[src/rtl/sicp_ram.sv]
`timescale 1ns / 1ps

module sicp_ram #(
	parameter int WIDTH = 32,
	parameter int DEPTH = 64,
	parameter int AW = (DEPTH > 1) ? $clog2(DEPTH) : 1
) (
	input  logic             clk,
	input  logic             we,
	input  logic [AW-1:0]    waddr,
	input  logic [WIDTH-1:0] wdata,
	input  logic [AW-1:0]    raddr,
	output logic [WIDTH-1:0] rdata
);

	logic [WIDTH-1:0] mem [DEPTH];

	always_ff @(posedge clk) begin
		if (we) begin
			mem[waddr] <= wdata;
		end
	end

	always_ff @(posedge clk) begin
		rdata <= mem[raddr];
	end

endmodule

[config.mk]
export PLATFORM = sky130hd
export DESIGN_NAME = sicp_ram
export DESIGN_NICKNAME = d
export VERILOG_FILES = /design/src/rtl/sicp_ram.sv
export SDC_FILE = /design/constraint.sdc
export NUM_CORES = 2
export LEC_CHECK = 0
export BUFFER_PORTS_ARGS = -buffer_cell sky130_fd_sc_hd__buf_2
export CAP_MARGIN = 25
export CELL_PAD_IN_SITES_DETAIL_PLACEMENT = 0
export CELL_PAD_IN_SITES_GLOBAL_PLACEMENT = 1
export CORE_UTILIZATION = 55
export DETAILED_ROUTE_END_ITERATION = 8
export PLACE_DENSITY_LB_ADDON = 0.1
export SLEW_MARGIN = 20
export SYNTH_ARGS = -nofsm -noshare
export SYNTH_HDL_FRONTEND = slang
export SYNTH_SLANG_ARGS = --single-unit
[constraint.sdc]
create_clock -name clk -period 4.9 [get_ports clk]
set_input_delay 0.49 -clock clk [delete_from_list [all_inputs] [get_ports clk]]
set_output_delay 0.49 -clock clk [all_outputs]
set_load 0.005 [all_outputs]
==> results_dict.tcl <==
set metrics [dict create \
    outcome "completed" \
    start_util_pct 55.5 \
    gp_congestion 0.825 \
    drive_gt1_share_pct 30.2 \
    postCtsResizedCells 0 \
    path_max_fanout 59 \
    tightest_slew_ns 1.10 \
    ant_nets 0 \
    period_minus_slack_ns 3.00 \
    rr_worst_depth 4 \
    layout_common_cells "edfxtp_1 (2048), mux4_2 (544), clkbuf_16 (207)" \
    synth_cell_types 34 \
    cp.required_ns 5.57 \
    crit_top_cell "mux4_2" \
    io_pins 78 \
    slowest_stage "o22ai_1" \
    nets 3620 \
    grt_pass1_wl_mm 281 \
    wl_met1_mm 79.7 \
    cp-start-kind "primary input" \
    path_cells "buf_8 > buf_12 > buf_4 > mux4_2 > mux4_2 > o22ai_1 > nor2_1" \
    fmax_mhz 333 \
    grt_remaining_overflow 0 \
    port-buffer-count 77 \
    synth.top_cell.area_share_pct 78.3 \
    final_common_cell "edfxtp_1" \
    min_path_cells 3 \
    final_cell_area_sq_mm 0.0889 \
    totalWireLength_mm 196 \
    cts_tree "built" \
    slew_viol_final 0 \
    crit_path_max_incr_delay_ns 0.73 \
    synth_top_cell_by_area "edfxtp_1" \
    multi_input_area_sq_mm 0.0160 \
    synthesis.nets 3370 \
    wl_per_cell_microns 34.8 \
    wl_met2_mm 95.6 \
    grt_setup_unrepaired "no" \
    drv_cap 0 \
    drc_errors 0 \
    core_sq_mm 0.142 \
    dpl_cell_area_sq_mm 0.0823 \
    clkTransAtPathRegs_ns 0.06 \
    dp_hpwl_mm 114 \
    clk_path_buf_depth 3 \
    insertion_delay_ns 0.83 \
    die_w_microns 380 \
    synth-seq-cells 2080 \
    rows 138 \
    powerDensity_mw_per_mm2 414 \
    drt_first_pass_iters 7 \
    htreeDepth 4 \
    worstPathArrival_ns 3.67 \
    vias 36913 \
    slew_headroom_pct 26.9 \
    netlist_instances 3324 \
    end_kind "flip-flop" \
    synth_area_leaders "edfxtp_1 (78%), mux4_2 (16%), mux2i_1 (1.2%)" \
    totalNegativeSetupSlack_ns 0 \
    report.power.total_uw 36800 \
    die-height_microns 380 \
    syn_to_final_growth_pct 13.2 \
    cts.sinks 2080 \
    seqCellArea_sq_mm 0.0621 \
    finalClockSkew_ns 0.0201 \
    antenna_found_initial 14 \
    fill_cells 9545 \
    post_cts.repair.setup_buffers 0 \
    vias_per_cell 6.55 \
    cts_buffers 202 \
    cts_hold_buf 0 \
    crit_type "primary input to flip-flop" \
    topRoutingLayerUsed "met5" \
    ys.warnings.count 0 \
    hold_path_class "primary input to flip-flop" \
    grt_max_degree 75 \
    p_leak_uw 0.0277 \
    syn_area_sq_mm 0.0785 \
    ir_drop_uv 371 \
    finalSetupViolCount 0 \
    drt-initial-drc-count 4083 \
    finalHoldViolations 0 \
    met3_wirelength_mm 16.4 \
    track_usage_pct 27.7 \
    cts_root_buffer "clkbuf_16" \
    die_area_sq_mm 0.144 \
    synth_seq_area_share_pct 79.1 \
    syn_avg_cell_area_sq_um 23.6 \
    fin_crit_sh_pct 61.2 \
    first_global_vias 37726 \
]
-- layer usage --
layer	vias up	track usage [%]
li1	14815	-
met1	20124	40.7
met2	1709	43.9
met3	257	4.90
met4	8	6.90
met5	-	0
-- path summary, 6_finish.rpt --
| kind | from | endpoint | slack, ns |
|---|---|---|---|
| setup / recovery | raddr[0] | rdata[1] | 1.90 |
| hold / removal | raddr[4] | rdata[7] | 0.18 |
| setup reg to reg | mem[12][1] | rdata[1] | 2.57 |
| hold reg to reg | mem[28][20] | rdata[20] | 0.73 |
-- flip-flops by register name, summed over array words and instances, names as in the netlist --
name   flops
mem     2048
rdata     32
-- report_power, final --
| part | leakage, uW | switching [uW] | total (uW) | internal, uW |
|---|---|---|---|---|
| sequential | 0.0187 | 100 | 19800 | 19700 |
| combinational | 0.00587 | 1090 | 1750 | 665 |
| clock | 0.00317 | 6480 | 15200 | 8740 |
| total | 0.0277 | 7670 | 36800 | 29100 |
-- cells in the mapped netlist --
master and count:
o221ai_1 27, a31oi_1 1, and2_1 2, mux2i_1 93, clkbuf_1 74, and3_1 4
nand3_1 5, nand3b_1 5, nand4b_1 1, dfxtp_1 32, nor3_1 7, mux4_2 544
buf_6 5, nand4_1 2, buf_1 21, nand2_1 26, nor2b_1 15, o32ai_1 4
buf_2 57, buf_4 25, or2_2 1, or3b_1 2, edfxtp_1 2048, or3_1 3
or2_1 1, nand2b_1 8, a41o_1 4, a22oi_1 12, a21oi_1 62, a311oi_1 8
or2_0 1, o22ai_1 84, or3b_2 3, nor2_1 137
-- worst max-delay path, delay by kind of cell --
| family | cells | cell delay, ns |
|---|---|---|
| buffers and inverters | 3 | 1.19 |
| AND/OR/NAND/NOR | 1 | 0.10 |
| multiplexers | 2 | 1.03 |
| AO/OA/AOI/OAI | 1 | 0.73 |
-- stage by stage --
step           cells  hold slack [ns]  worst slack (ns)  util, %
2_1_floorplan   3324            0.589              1.25        -
3_3_place_gp    5254            0.723             0.967     58.0
3_5_place_dp    5258            0.723             0.956     58.1
4_1_cts         5630            0.124              1.84     62.7
5_1_grt         5632            0.153              1.85     62.7
6_report        5638            0.181              1.90     62.8
-- layout make-up --
cell class,instances,area share (%)
multi-input cells,1062,18.0
clock buffers,272,6.27
flip-flops and latches,2080,69.9
well taps,1890,2.66
repair buffers,228,2.13
clock inverters,100,1.02
diodes,6,0.0169
-- cells by family (layout without fill, tap and decap cells) --
family | count (synthesis) | in the layout | share of synthesized area (%)
flops | 2080 | 2080 | 79.1
simple gates | 223 | 223 | 1.27
buf+inv | 182 | 600 | 1.13
compound gates | 202 | 202 | 1.67
mux | 637 | 637 | 16.8
other cells | 0 | 6 | 0
(Power assumes the default switching activity.)
